## config.mk

```make
export PLATFORM = sky130hd
export DESIGN_NAME = round_icon_mask_rgb565_unit
export DESIGN_NICKNAME = d
export VERILOG_FILES = /design/src/hdl/rim565_pkg.sv /design/src/hdl/rim565_front.sv /design/src/hdl/rim565_queue.sv /design/src/hdl/rim565_back.sv /design/src/hdl/round_icon_mask_rgb565_unit.sv
export VERILOG_INCLUDE_DIRS = /design/src /design/src/hdl
export SDC_FILE = /design/constraint.sdc
export NUM_CORES = 2
export LEC_CHECK = 0
export BUFFER_PORTS_ARGS = -buffer_cell sky130_fd_sc_hd__buf_2
export CORE_ASPECT_RATIO = 0.75
export CORE_MARGIN = 5
export CORE_UTILIZATION = 30
export CTS_CLUSTER_DIAMETER = 80
export CTS_CLUSTER_SIZE = 20
export DETAILED_ROUTE_END_ITERATION = 7
export GPL_ROUTABILITY_DRIVEN = 0
export PLACE_DENSITY = 0.43
export SETUP_SLACK_MARGIN = 0.2
export SLEW_MARGIN = 25
export SYNTH_ARGS = -nofsm -noshare
export SYNTH_HDL_FRONTEND = slang
export SYNTH_SLANG_ARGS = --single-unit
```

## constraint.sdc

```tcl
create_clock -name i_clk -period 90.7 [get_ports i_clk]
set_input_delay 13.605 -clock i_clk [delete_from_list [all_inputs] [get_ports i_clk]]
set_output_delay 13.605 -clock i_clk [all_outputs]
set_load 0.05 [all_outputs]
```

## src/hdl/round_icon_mask_rgb565_unit_macros.svh

```systemverilog
// Assertion macros for the round icon mask unit.
// Used by rim565_queue and rim565_back; expects i_clk and i_rst_n in scope.
`ifndef ROUND_ICON_MASK_RGB565_UNIT_MACROS_SVH
`define ROUND_ICON_MASK_RGB565_UNIT_MACROS_SVH

`ifndef NO_ASSERTIONS
`define RIM565_ASSERT_SAME(lbl, ante, cons) \
    lbl: assert property (@(posedge i_clk) disable iff (!i_rst_n) (ante) |-> (cons)) \
        else $error("rim565 check failed");
`define RIM565_ASSERT_NEXT(lbl, ante, cons) \
    lbl: assert property (@(posedge i_clk) disable iff (!i_rst_n) (ante) |=> (cons)) \
        else $error("rim565 check failed");
`else
`define RIM565_ASSERT_SAME(lbl, ante, cons)
`define RIM565_ASSERT_NEXT(lbl, ante, cons)
`endif

`endif

```

## src/hdl/rim565_pkg.sv

```systemverilog
// Shared widths, register codes and item type for the round icon mask unit.
// No dependencies.
`default_nettype none

package rim565_pkg;

    localparam int MAX_SIDE_DEF = 1024;

    localparam int H_W     = 11;
    localparam int COORD_W = 10;
    localparam int PIX_W   = 16;

    localparam int CFG_IDX_W  = 2;
    localparam int CFG_DATA_W = H_W;
    localparam logic [CFG_IDX_W-1:0] CFG_IMAGE_HEIGHT = CFG_IDX_W'(0);
    localparam logic [CFG_IDX_W-1:0] CFG_NIGHT_MODE   = CFG_IDX_W'(1);
    localparam logic [H_W-1:0]       HEIGHT_RESET     = H_W'(64);

    localparam int DY_W       = H_W + 2;
    localparam int SQ_W       = 2 * H_W;
    localparam int D_W        = SQ_W + 1;
    localparam int RAD_W      = D_W + (D_W % 2);
    localparam int FRAC_SHIFT = 16;
    localparam int ROOT_W     = (RAD_W + FRAC_SHIFT) / 2;
    localparam int REM_W      = ROOT_W + 2;
    localparam int T_W        = ROOT_W + 1;
    localparam int Q_W        = 9;
    localparam logic [Q_W-1:0] FULL_WEIGHT = Q_W'(256);

    localparam int Q_DEPTH = 4;

    typedef struct packed {
        logic [D_W-1:0]   d;
        logic [PIX_W-1:0] px;
    } t_item;

endpackage

`default_nettype wire

```

## src/hdl/rim565_front.sv

```systemverilog
// Front end: takes pixel transfers, forms the squared distance from the centre.
// Depends on rim565_pkg.
`default_nettype none

module rim565_front #(
    parameter int MAX_SIDE = rim565_pkg::MAX_SIDE_DEF
) (
    input  wire logic                           i_clk,
    input  wire logic                           i_rst_n,
    input  wire logic [rim565_pkg::H_W-1:0]     i_height,
    input  wire logic                           i_valid,
    output logic                                o_ready,
    input  wire logic [rim565_pkg::COORD_W-1:0] i_row,
    input  wire logic [rim565_pkg::COORD_W-1:0] i_col,
    input  wire logic [rim565_pkg::PIX_W-1:0]   i_px,
    output logic                                o_valid,
    input  wire logic                           i_ready,
    output rim565_pkg::t_item                   o_item
);
    import rim565_pkg::*;

    localparam logic [COORD_W-1:0] COORD_KEEP = COORD_W'(MAX_SIDE * 4 - 1);

    logic                    w_en;
    logic [COORD_W-1:0]      w_row;
    logic [COORD_W-1:0]      w_col;
    logic signed [DY_W-1:0]  n_dy;
    logic signed [DY_W-1:0]  n_dx;
    logic signed [2*DY_W-1:0] w_py;
    logic signed [2*DY_W-1:0] w_px2;

    logic [2:0]              r_vld;
    logic signed [DY_W-1:0]  r_dy;
    logic signed [DY_W-1:0]  r_dx;
    logic [SQ_W-1:0]         r_sqy;
    logic [SQ_W-1:0]         r_sqx;
    logic [PIX_W-1:0]        r_px0;
    logic [PIX_W-1:0]        r_px1;
    t_item                   r_item;

    assign w_en    = !r_vld[2] || i_ready;
    assign o_ready = w_en;
    assign o_valid = r_vld[2];
    assign o_item  = r_item;

    assign w_row = i_row & COORD_KEEP;
    assign w_col = i_col & COORD_KEEP;
    assign n_dy  = $signed({2'b00, i_height}) - $signed({2'b00, w_row, 1'b0}) - DY_W'(1);
    assign n_dx  = $signed({2'b00, i_height}) - $signed({2'b00, w_col, 1'b0}) - DY_W'(1);
    assign w_py  = r_dy * r_dy;
    assign w_px2 = r_dx * r_dx;

    always_ff @(posedge i_clk) begin
        if (!i_rst_n) begin
            r_vld <= '0;
        end else if (w_en) begin
            r_vld <= {r_vld[1:0], i_valid};
        end
        if (w_en) begin
            r_dy      <= n_dy;
            r_dx      <= n_dx;
            r_px0     <= i_px;
            r_sqy     <= w_py[SQ_W-1:0];
            r_sqx     <= w_px2[SQ_W-1:0];
            r_px1     <= r_px0;
            r_item.d  <= {1'b0, r_sqy} + {1'b0, r_sqx};
            r_item.px <= r_px1;
        end
    end

endmodule

`default_nettype wire

```

## src/hdl/rim565_queue.sv

```systemverilog
// Short FIFO between front and back so each side stalls on its own.
// Depends on rim565_pkg and the unit macros header.
`default_nettype none
`include "round_icon_mask_rgb565_unit_macros.svh"

module rim565_queue (
    input  wire logic               i_clk,
    input  wire logic               i_rst_n,
    input  wire logic               i_valid,
    output logic                    o_ready,
    input  wire rim565_pkg::t_item  i_item,
    output logic                    o_valid,
    input  wire logic               i_ready,
    output rim565_pkg::t_item       o_item
);
    import rim565_pkg::*;

    localparam int PTR_W = $clog2(Q_DEPTH);
    localparam int CNT_W = PTR_W + 1;

    t_item              r_mem [Q_DEPTH];
    logic [PTR_W-1:0]   r_wr;
    logic [PTR_W-1:0]   r_rd;
    logic [CNT_W-1:0]   r_count;
    logic               w_push;
    logic               w_pop;

    assign o_ready = r_count != CNT_W'(Q_DEPTH);
    assign o_valid = r_count != '0;
    assign o_item  = r_mem[r_rd];
    assign w_push  = i_valid && o_ready;
    assign w_pop   = o_valid && i_ready;

    always_ff @(posedge i_clk) begin
        if (!i_rst_n) begin
            r_wr    <= '0;
            r_rd    <= '0;
            r_count <= '0;
        end else begin
            if (w_push) begin
                r_wr <= r_wr + PTR_W'(1);
            end
            if (w_pop) begin
                r_rd <= r_rd + PTR_W'(1);
            end
            if (w_push && !w_pop) begin
                r_count <= r_count + CNT_W'(1);
            end else if (w_pop && !w_push) begin
                r_count <= r_count - CNT_W'(1);
            end
        end
        if (w_push) begin
            r_mem[r_wr] <= i_item;
        end
    end

    `RIM565_ASSERT_SAME(a_no_push_full, r_count == CNT_W'(Q_DEPTH), !w_push)
    `RIM565_ASSERT_NEXT(a_fill_up, w_push && !w_pop, r_count == $past(r_count) + CNT_W'(1))
    `RIM565_ASSERT_NEXT(a_drain, w_pop && !w_push, r_count == $past(r_count) - CNT_W'(1))

endmodule

`default_nettype wire

```

## src/hdl/rim565_back.sv

```systemverilog
// Back end: pipelined square root, coverage weight and channel blend.
// Depends on rim565_pkg and the unit macros header.
`default_nettype none
`include "round_icon_mask_rgb565_unit_macros.svh"

module rim565_back (
    input  wire logic                         i_clk,
    input  wire logic                         i_rst_n,
    input  wire logic [rim565_pkg::H_W-1:0]   i_height,
    input  wire logic                         i_night,
    input  wire logic                         i_valid,
    output logic                              o_ready,
    input  wire rim565_pkg::t_item            i_item,
    output logic                              o_valid,
    input  wire logic                         i_ready,
    output logic [rim565_pkg::PIX_W-1:0]      o_px
);
    import rim565_pkg::*;

    localparam int N = ROOT_W;

    function automatic logic [5:0] mix(input logic [5:0] c, input logic [5:0] fill,
                                       input logic [Q_W-1:0] q);
        logic [14:0] a;
        logic [14:0] b;
        logic [14:0] sum;
        a   = 15'(c) * 15'(q);
        b   = 15'(fill) * 15'(FULL_WEIGHT - q);
        sum = a + b;
        return sum[13:8];
    endfunction

    logic               w_en;
    logic               w_vld  [N];
    logic [REM_W-1:0]   w_rem  [N];
    logic [ROOT_W-1:0]  w_root [N];
    logic [RAD_W-1:0]   w_rad  [N];
    logic [PIX_W-1:0]   w_px   [N];

    logic [N-1:0]       r_vld;
    logic [REM_W-1:0]   r_rem  [N];
    logic [ROOT_W-1:0]  r_root [N];
    logic [RAD_W-1:0]   r_rad  [N];
    logic [PIX_W-1:0]   r_px   [N];

    logic               r_q_vld;
    logic [Q_W-1:0]     r_q;
    logic [PIX_W-1:0]   r_q_px;
    logic               r_out_vld;
    logic [PIX_W-1:0]   r_out_px;

    logic [T_W-1:0]     w_base;
    logic signed [T_W-1:0] w_t;
    logic [T_W-2:0]     w_half;
    logic [Q_W-1:0]     n_q;
    logic [5:0]         w_f5;
    logic [5:0]         w_f6;
    logic [5:0]         w_b;
    logic [5:0]         w_g;
    logic [5:0]         w_r;

    assign w_en    = !r_out_vld || i_ready;
    assign o_ready = w_en;
    assign o_valid = r_out_vld;
    assign o_px    = r_out_px;

    assign w_vld[0]  = i_valid;
    assign w_rem[0]  = '0;
    assign w_root[0] = '0;
    assign w_rad[0]  = RAD_W'(i_item.d);
    assign w_px[0]   = i_item.px;

    for (genvar k = 0; k < N; k++) begin : g_sqrt
        logic [REM_W+1:0] w_sh;
        logic [REM_W+1:0] w_trial;
        logic             w_ge;
        logic [REM_W+1:0] w_diff;

        if (k > 0) begin : g_link
            assign w_vld[k]  = r_vld[k-1];
            assign w_rem[k]  = r_rem[k-1];
            assign w_root[k] = r_root[k-1];
            assign w_rad[k]  = r_rad[k-1];
            assign w_px[k]   = r_px[k-1];
        end

        assign w_sh    = {w_rem[k], w_rad[k][RAD_W-1:RAD_W-2]};
        assign w_trial = {2'b00, w_root[k], 2'b01};
        assign w_ge    = w_sh >= w_trial;
        assign w_diff  = w_ge ? (w_sh - w_trial) : w_sh;

        always_ff @(posedge i_clk) begin
            if (!i_rst_n) begin
                r_vld[k] <= 1'b0;
            end else if (w_en) begin
                r_vld[k] <= w_vld[k];
            end
            if (w_en) begin
                r_rem[k]  <= w_diff[REM_W-1:0];
                r_root[k] <= {w_root[k][ROOT_W-2:0], w_ge};
                r_rad[k]  <= {w_rad[k][RAD_W-3:0], 2'b00};
                r_px[k]   <= w_px[k];
            end
        end
    end

    assign w_base = T_W'({1'b0, i_height} + 12'd1) << 8;
    assign w_t    = $signed(w_base) - $signed({1'b0, r_root[N-1]});
    assign w_half = w_t[T_W-1:1];
    assign n_q    = w_t[T_W-1] ? '0 :
                    (w_half > (T_W-1)'(FULL_WEIGHT)) ? FULL_WEIGHT : w_half[Q_W-1:0];

    assign w_f5 = i_night ? 6'd0 : 6'd31;
    assign w_f6 = i_night ? 6'd0 : 6'd63;
    assign w_b  = mix({1'b0, r_q_px[4:0]}, w_f5, r_q);
    assign w_g  = mix(r_q_px[10:5], w_f6, r_q);
    assign w_r  = mix({1'b0, r_q_px[15:11]}, w_f5, r_q);

    always_ff @(posedge i_clk) begin
        if (!i_rst_n) begin
            r_q_vld   <= 1'b0;
            r_out_vld <= 1'b0;
        end else if (w_en) begin
            r_q_vld   <= r_vld[N-1];
            r_out_vld <= r_q_vld;
        end
        if (w_en) begin
            r_q      <= n_q;
            r_q_px   <= r_px[N-1];
            r_out_px <= {w_r[4:0], w_g, w_b[4:0]};
        end
    end

    `RIM565_ASSERT_SAME(a_q_bound, r_q_vld, r_q <= FULL_WEIGHT)
    `RIM565_ASSERT_SAME(a_rem_bound, r_vld[N-1], r_rem[N-1] <= {r_root[N-1], 1'b0})
    `RIM565_ASSERT_NEXT(a_freeze, !w_en, $stable(r_vld) && $stable(r_q_vld))

endmodule

`default_nettype wire

```

## src/hdl/round_icon_mask_rgb565_unit.sv

```systemverilog
// Round icon mask for RGB565 pixels: top level with configuration registers.
// Depends on rim565_pkg, rim565_front, rim565_queue, rim565_back.
//
//   channel   direction  handshake                 payload
//   in        input      i_in_valid / o_in_ready    i_pixel_row, i_pixel_column, i_pixel_in
//   out       output     o_out_valid / i_out_ready  o_pixel_out
//   cfg       input      i_cfg_valid / o_cfg_ready  i_cfg_index, i_cfg_data
//
// One pixel per clock sustained while the output is not stalled.
// The square root pipeline forms one root bit per stage (20 stages).
// Synchronous active-low reset clears valids and queue pointers and sets the configuration registers to their defaults.
// A 4-entry queue parts front and back; output stall holds the back, and the front once the queue is full.
`default_nettype none

module round_icon_mask_rgb565_unit #(
    parameter int MAX_SIDE = rim565_pkg::MAX_SIDE_DEF
) (
    input  wire logic                              i_clk,
    input  wire logic                              i_rst_n,
    input  wire logic                              i_in_valid,
    output logic                                   o_in_ready,
    input  wire logic [rim565_pkg::COORD_W-1:0]    i_pixel_row,
    input  wire logic [rim565_pkg::COORD_W-1:0]    i_pixel_column,
    input  wire logic [rim565_pkg::PIX_W-1:0]      i_pixel_in,
    output logic                                   o_out_valid,
    input  wire logic                              i_out_ready,
    output logic [rim565_pkg::PIX_W-1:0]           o_pixel_out,
    input  wire logic                              i_cfg_valid,
    output logic                                   o_cfg_ready,
    input  wire logic [rim565_pkg::CFG_IDX_W-1:0]  i_cfg_index,
    input  wire logic [rim565_pkg::CFG_DATA_W-1:0] i_cfg_data
);
    import rim565_pkg::*;

    logic [H_W-1:0] r_image_height;
    logic           r_night_mode;

    logic           w_f_valid;
    logic           w_f_ready;
    t_item          w_f_item;
    logic           w_q_valid;
    logic           w_q_ready;
    t_item          w_q_item;

    assign o_cfg_ready = 1'b1;

    always_ff @(posedge i_clk) begin
        if (!i_rst_n) begin
            r_image_height <= HEIGHT_RESET;
            r_night_mode   <= 1'b0;
        end else if (i_cfg_valid) begin
            case (i_cfg_index)
                CFG_IMAGE_HEIGHT: r_image_height <= i_cfg_data;
                CFG_NIGHT_MODE:   r_night_mode   <= i_cfg_data[0];
                default: ;
            endcase
        end
    end

    rim565_front #(
        .MAX_SIDE(MAX_SIDE)
    ) u_front (
        .i_clk    (i_clk),
        .i_rst_n  (i_rst_n),
        .i_height (r_image_height),
        .i_valid  (i_in_valid),
        .o_ready  (o_in_ready),
        .i_row    (i_pixel_row),
        .i_col    (i_pixel_column),
        .i_px     (i_pixel_in),
        .o_valid  (w_f_valid),
        .i_ready  (w_f_ready),
        .o_item   (w_f_item)
    );

    rim565_queue u_queue (
        .i_clk    (i_clk),
        .i_rst_n  (i_rst_n),
        .i_valid  (w_f_valid),
        .o_ready  (w_f_ready),
        .i_item   (w_f_item),
        .o_valid  (w_q_valid),
        .i_ready  (w_q_ready),
        .o_item   (w_q_item)
    );

    rim565_back u_back (
        .i_clk    (i_clk),
        .i_rst_n  (i_rst_n),
        .i_height (r_image_height),
        .i_night  (r_night_mode),
        .i_valid  (w_q_valid),
        .o_ready  (w_q_ready),
        .i_item   (w_q_item),
        .o_valid  (o_out_valid),
        .i_ready  (i_out_ready),
        .o_px     (o_pixel_out)
    );

endmodule

`default_nettype wire

```

Word level (Yosys, flattened, before mapping) --
Memories as Yosys holds them, arrays and structs flattened. A register that Yosys moved wholly into a read port is not among the register bits. Cells that the tools add are included.
Word-level totals: flip-flop bits (word level) 210, memory bits (writable) 1756, input port bits 54, memories kept 5
Cells by class: $add $sub $neg 35, multiply operators 7, magnitude comparators 21, equality and inequality tests 2, muxes and demuxes 31, reductions and logical operators 16
Memories:
- u_back.r_rad | depth 20, width 22, read ports 19, clocked after memory_dff 0, write ports 20, line rim565_back.sv:43 | logic [RAD_W-1:0] r_rad [N];
- u_back.r_rem | depth 20, width 22, read ports 19, clocked after memory_dff 0, write ports 20, line rim565_back.sv:41 | logic [REM_W-1:0] r_rem [N];
- u_back.r_root | depth 20, width 20, read ports 20, clocked after memory_dff 0, write ports 20, line rim565_back.sv:42 | logic [ROOT_W-1:0] r_root [N];
- u_back.r_px | depth 20, width 16, read ports 20, clocked after memory_dff 1, write ports 20, line rim565_back.sv:44 | logic [PIX_W-1:0] r_px [N];
- u_queue.r_mem | depth 4, width 39, read ports 1, clocked after memory_dff 1, write ports 1, line rim565_queue.sv:21 | t_item r_mem [Q_DEPTH];
Operators with widths (count):
- >= comparator 24 x 22 -> 1 bit | 19
- two-way mux 22 bit | 20
- subtractor 22 bit | 19
- multiplier 13 x 13 -> 22 bit | 2
- adder 13 bit | 2
- multiplier 5 x 9 -> 13 bit | 2
- subtractor 13 x 2 -> 13 bit, second input constant | 2
- subtractor 11 x 11 -> 12 bit | 2
- adder 22 x 22 -> 23 bit | 1
- subtractor 21 bit | 1
- > comparator 20 x 9 -> 1 bit, second input constant | 1
- multiplier 6 x 15 -> 13 bit | 1
- multiplier 6 x 15 -> 14 bit | 1
- adder 14 bit | 1
- multiplier 6 x 9 -> 14 bit | 1
- adder 11 x 1 -> 12 bit, second input constant | 1
- subtractor 9 x 9 -> 10 bit, first input constant | 1
- two-way mux 9 bit | 1
- two-way mux 3 bit | 2
- two-way mux 6 bit | 1
- two-way mux 5 bit | 1
- adder 2 x 1 -> 2 bit, second input constant | 2
- logical AND 1 bit | 4
- zero test 1 bit | 4
- other kinds (14) | 20

Longest topological paths before layout --
depth after elaboration 6, gate-level depth with buffers 31, gate-level depth less buffers 29

Modules after synthesis --
Synthesis repeated with hierarchy kept, for this count alone.
Unflattened totals: cell total of the unflattened synthesis 6070, area, all modules 77817.1 um^2
By module, submodules not included:
- rim565_back | times used 1, cells an instance 4239, area an instance 55074.1 um^2
- rim565_front | times used 1, cells an instance 1526, area an instance 16135.5 um^2
- rim565_queue | times used 1, cells an instance 251, area an instance 6097.1 um^2
- round_icon_mask_rgb565_unit | times used 1, cells an instance 54, area an instance 510.5 um^2

Least setup slack after synthesis --
Ideal clock, no wire load.
path kind input-to-reg, from input port i_out_ready, to register u_back.r_out_px[0], in the netlist u_back.o_px[0], enable pin, setup time 1.856 ns, arrival time 42.757 ns, path slack 46.087 ns, stages 3, buffers on the path 1, cells stage by stage nor2b_1 > inv_1 > clkbuf_1
On the way: word-level cells in the longest chain between the ends 1
RTL lines:
- start: declaration | line round_icon_mask_rgb565_unit.sv:26 | input wire logic i_out_ready,
- logical OR 1 bit | line rim565_back.sv:62 | assign w_en = !r_out_vld || i_ready;
- end signal: assignment | line rim565_back.sv:130 | r_out_px <= {w_r[4:0], w_g, w_b[4:0]};
- end: declaration | line rim565_back.sv:50 | logic [PIX_W-1:0] r_out_px;
Every way passes these cells. A chain may end at the register's enable or synchronous reset.

Final worst setup path --
from input port i_out_ready, to register u_back.r_out_px[13], in the netlist u_back.o_px[13], enable pin
The elaborated chain is that of the path after synthesis.

==> results.md <==
* Max Slew Vio Count at 0
* Fin worst setup slack at 73190 ps
* Clock slew at reported path FFs at 80 ps
* Synth warnings at 0
* Multi-input logic area at 31500 µm²
* Max_cap viols at 0
* P&R area growth vs syn at 10.1%
* Most used DFF post-synth: edfxtp_1
* Avg Cell Area, Syn at 12.8 µm²
* Post-Synth Simple-Gate Area at 9.30%
* Hold EP: u_back.r_rad[1][84]
* Clk_lat worst skew at 750 ps
* Post-CTS sizing at 0
* DR WL/cell at 16.0 µm
* Main combinational cell family by area after synthesis: adder cells
* CP Launch Type: input port
* Final nets at 6974
* Vias in the first global route at 43100
* Register area share after synthesis at 54.4%
* CP Capture Type: flip-flop
* DR iter-0 viols at 2504
* Synthesized area at 76600 µm²
* Worst path bufs/invs at 7
* Die Height at 448 µm
* Router iterations before antenna repair at 5
* Period utilization at 19.3%
* Gr ovfl total at 0
* CORE AREA at 254000 µm²
* Most frequent cells in the layout: 1358 x edfxtp_1, 792 x inv_1, 475 x nand2_1
* R2R Setup Slk at 82200 ps
* Synth Instances at 5966
* Min-delay worst type: flip-flop to flip-flop
* Clock buffer depth at 3
* Reg2reg path depth at 29
* Least-Margin Pin Slew at 1040 ps
* Adder-cell share of the synthesized area at 18.1%
* Setup Fix Bufs, Post-CTS at 0
* Fmax at 57.1 MHz
* Initial antenna violation count at 9
* Cts bufs inserted at 97
* Hold-fix buffers, CTS at 0
* Status: finished, final reports clean
* Largest net degree at the start of global routing at 195
* R2r endpoint: u_back.o_px[4]
* Finished Cell Area at 84300 µm²
* FF-to-FF Start: u_back.r_q[1]
* Rel. slew slack at 30.9%
* GR Util All Layers at 11.5%
* CP Data Required Time at 91040 ps
* Root Buffer: clkbuf_16
* Via density at 4.42
* Multiplexer share of the synthesized area at 1.81%
* DRT Wirelength at 152000 µm
* Distinct cells, synth at 87
* RSZ-0062 raised after global routing: false
* EDFF count, synth at 1358
* Post-Place Cell Area at 81100 µm²
* FFs w/ async S/R, synth at 0%
* Synth area leaders: edfxtp_1 53%, fa_1 11%, ha_1 7.6%, inv_1 3.9%, xnor2_1 3.0%
* Critical Path Fanout Max at 112
* Fillers at 25200
* CP dominant cell by count: buf_4
* Fin Clk Skew at 34.0 ps
* Biggest area consumer among synthesized cells: edfxtp_1
* FF+latch area at 41700 µm²
* Vias at 42100
* CP max stage cell: buf_4
* Max stage delay on crit path at 920 ps
* Synth top area share at 53.2%
* Hold Path Depth at 0
* Post-Place Worst Slack at 72020 ps
* Critical path class: input port to flip-flop
* Post-Synth XOR/XNOR Area at 5.09%
* Min Tclk post-route at 17510 ps
* Global-route wire length before repair at 246000 µm
* Commonest non-fill, non-tap cell in the layout: edfxtp_1
* Initial cell density of the core at 30.2%
* DIE AREA at 266000 µm²
* Setup TNS at 0 ps
* Final number of hold-violating endpoints at 0
* Number of H-tree levels at 3
* Final setup fails at 0
* Cell Rows at 160
* Share of layout cells above drive strength 1 at 6.29%
* WP data arrival at 17850 ps
* IO Count at 73
* Worst-path cell chain: buf_2 > nor2b_2 > buf_4 > inv_8 > buf_6 > buf_4 > buf_4 > buf_4
* I/O Buffers at 71
* CTS tree: yes
* Remaining DRCs at 0
* Die X at 593 µm
* Post-detail-place hpwl at 111000 µm
* Clk sinks at 1404
* Hold path start: u_back.r_rad[1][60]
* Antenna-violating nets left at 0
* Synth Register Bits at 1404
* Complex-gate fraction of the synthesized area at 6.68%
* Top delay family on crit path: buffers and inverters
[worst max-delay path by stage]
| stage | startpoint | endpoint | slack [ps] | cells past startpoint |
|---|---|---|---|---|
| 2_1_floorplan | i_out_ready | u_back.o_px[0] | 46090 | 3 |
| 3_3_place_gp | i_out_ready | u_back.o_px[13] | 72070 | 8 |
| 3_5_place_dp | i_out_ready | u_back.o_px[13] | 72020 | 8 |
| 4_1_cts | i_out_ready | u_back.r_px[17][0] | 72850 | 8 |
| 5_1_grt | i_out_ready | u_back.o_px[13] | 72850 | 8 |
| 6_report | i_out_ready | u_back.o_px[13] | 73190 | 8 |
[synth_stat cells (7+ instances only)]
master / n
nor3_1: 132
inv_1: 792
o21a_1: 65
nand3b_1: 16
a21boi_0: 40
or2_2: 26
mux4_2: 38
a21oi_1: 202
and3_1: 31
xor2_1: 179
o31a_1: 7
nor2b_1: 66
xnor2_1: 266
nor4_1: 48
or3_1: 39
a21o_1: 70
nand2_1: 475
dfxtp_1: 46
nand4_1: 20
edfxtp_1: 1358
o21ai_0: 212
o21bai_1: 26
or4_1: 19
nor2_1: 251
ha_1: 467
o211ai_1: 11
o41ai_1: 10
o31ai_1: 40
nor3b_1: 7
nand2b_1: 80
fa_1: 402
clkbuf_1: 111
mux2i_1: 23
a211oi_1: 21
nand3_1: 58
a211o_1: 15
buf_1: 9
a31oi_1: 17
and2_1: 130
mux2_2: 27
[final cells by class]
cell class | count | area share [%]
diodes | 2 | 0.00594
clock buffers | 102 | 2.93
clock inverters | 50 | 0.825
inverters | 794 | 3.55
multi-input cells | 3644 | 37.4
flip-flops and latches | 1404 | 49.5
well taps | 3402 | 5.05
repair buffers | 110 | 0.807
[worst register-to-register path: cells and delay by family, from the launching register on]
kind                       cells  cell delay [ps]
xor gates and xnor gates       4              940
DFF                            1              840
buffers and inverters          6              460
adders and majority gates      9             4060
AOI/OAI and AO/OA              5             1280
and+or+nand+nor                5              680
[per-layer routing]
layer | part of all wire (%) | track usage [%]
met5 | 0 | 0
met4 | 1.7 | 2.27
met3 | 3.1 | 1.55
met2 | 41 | 16.9
met1 | 54 | 18.0
[flip-flops by register name, summed over array words and instances (netlist names), 20 cells and up, named ones only]
register        cells
u_front.r_sqx      21
u_front.r_sqy      20
u_back.r_rad      121
u_back.r_root     209
u_queue.r_mem     152
u_front.o_item     38
u_back.r_rem      379
u_back.r_vld       20
u_back.r_px       320
[cells by family after synthesis]
family                   after synthesis
multiplexers                          88
AO/OA/AOI/OAI                        803
XOR/XNOR                             445
adder cells (fa/ha/maj)              869
flip-flops                          1404
AND/OR/NAND/NOR                     1436
other                                  2
buffers and inverters                919
[metrics by stage]
step / hold WS (ps) / utilization, % / cells
2_1_floorplan: 400 / - / 5967
3_3_place_gp: 401 / 32.0 / 9354
3_5_place_dp: 405 / 32.0 / 9354
4_1_cts: 401 / 33.2 / 9506
5_1_grt: 411 / 33.2 / 9507
6_report: 400 / 33.2 / 9508
Power is not shown: default switching activity piles up to over one toggle a cycle in this logic, so the estimate is an artifact.
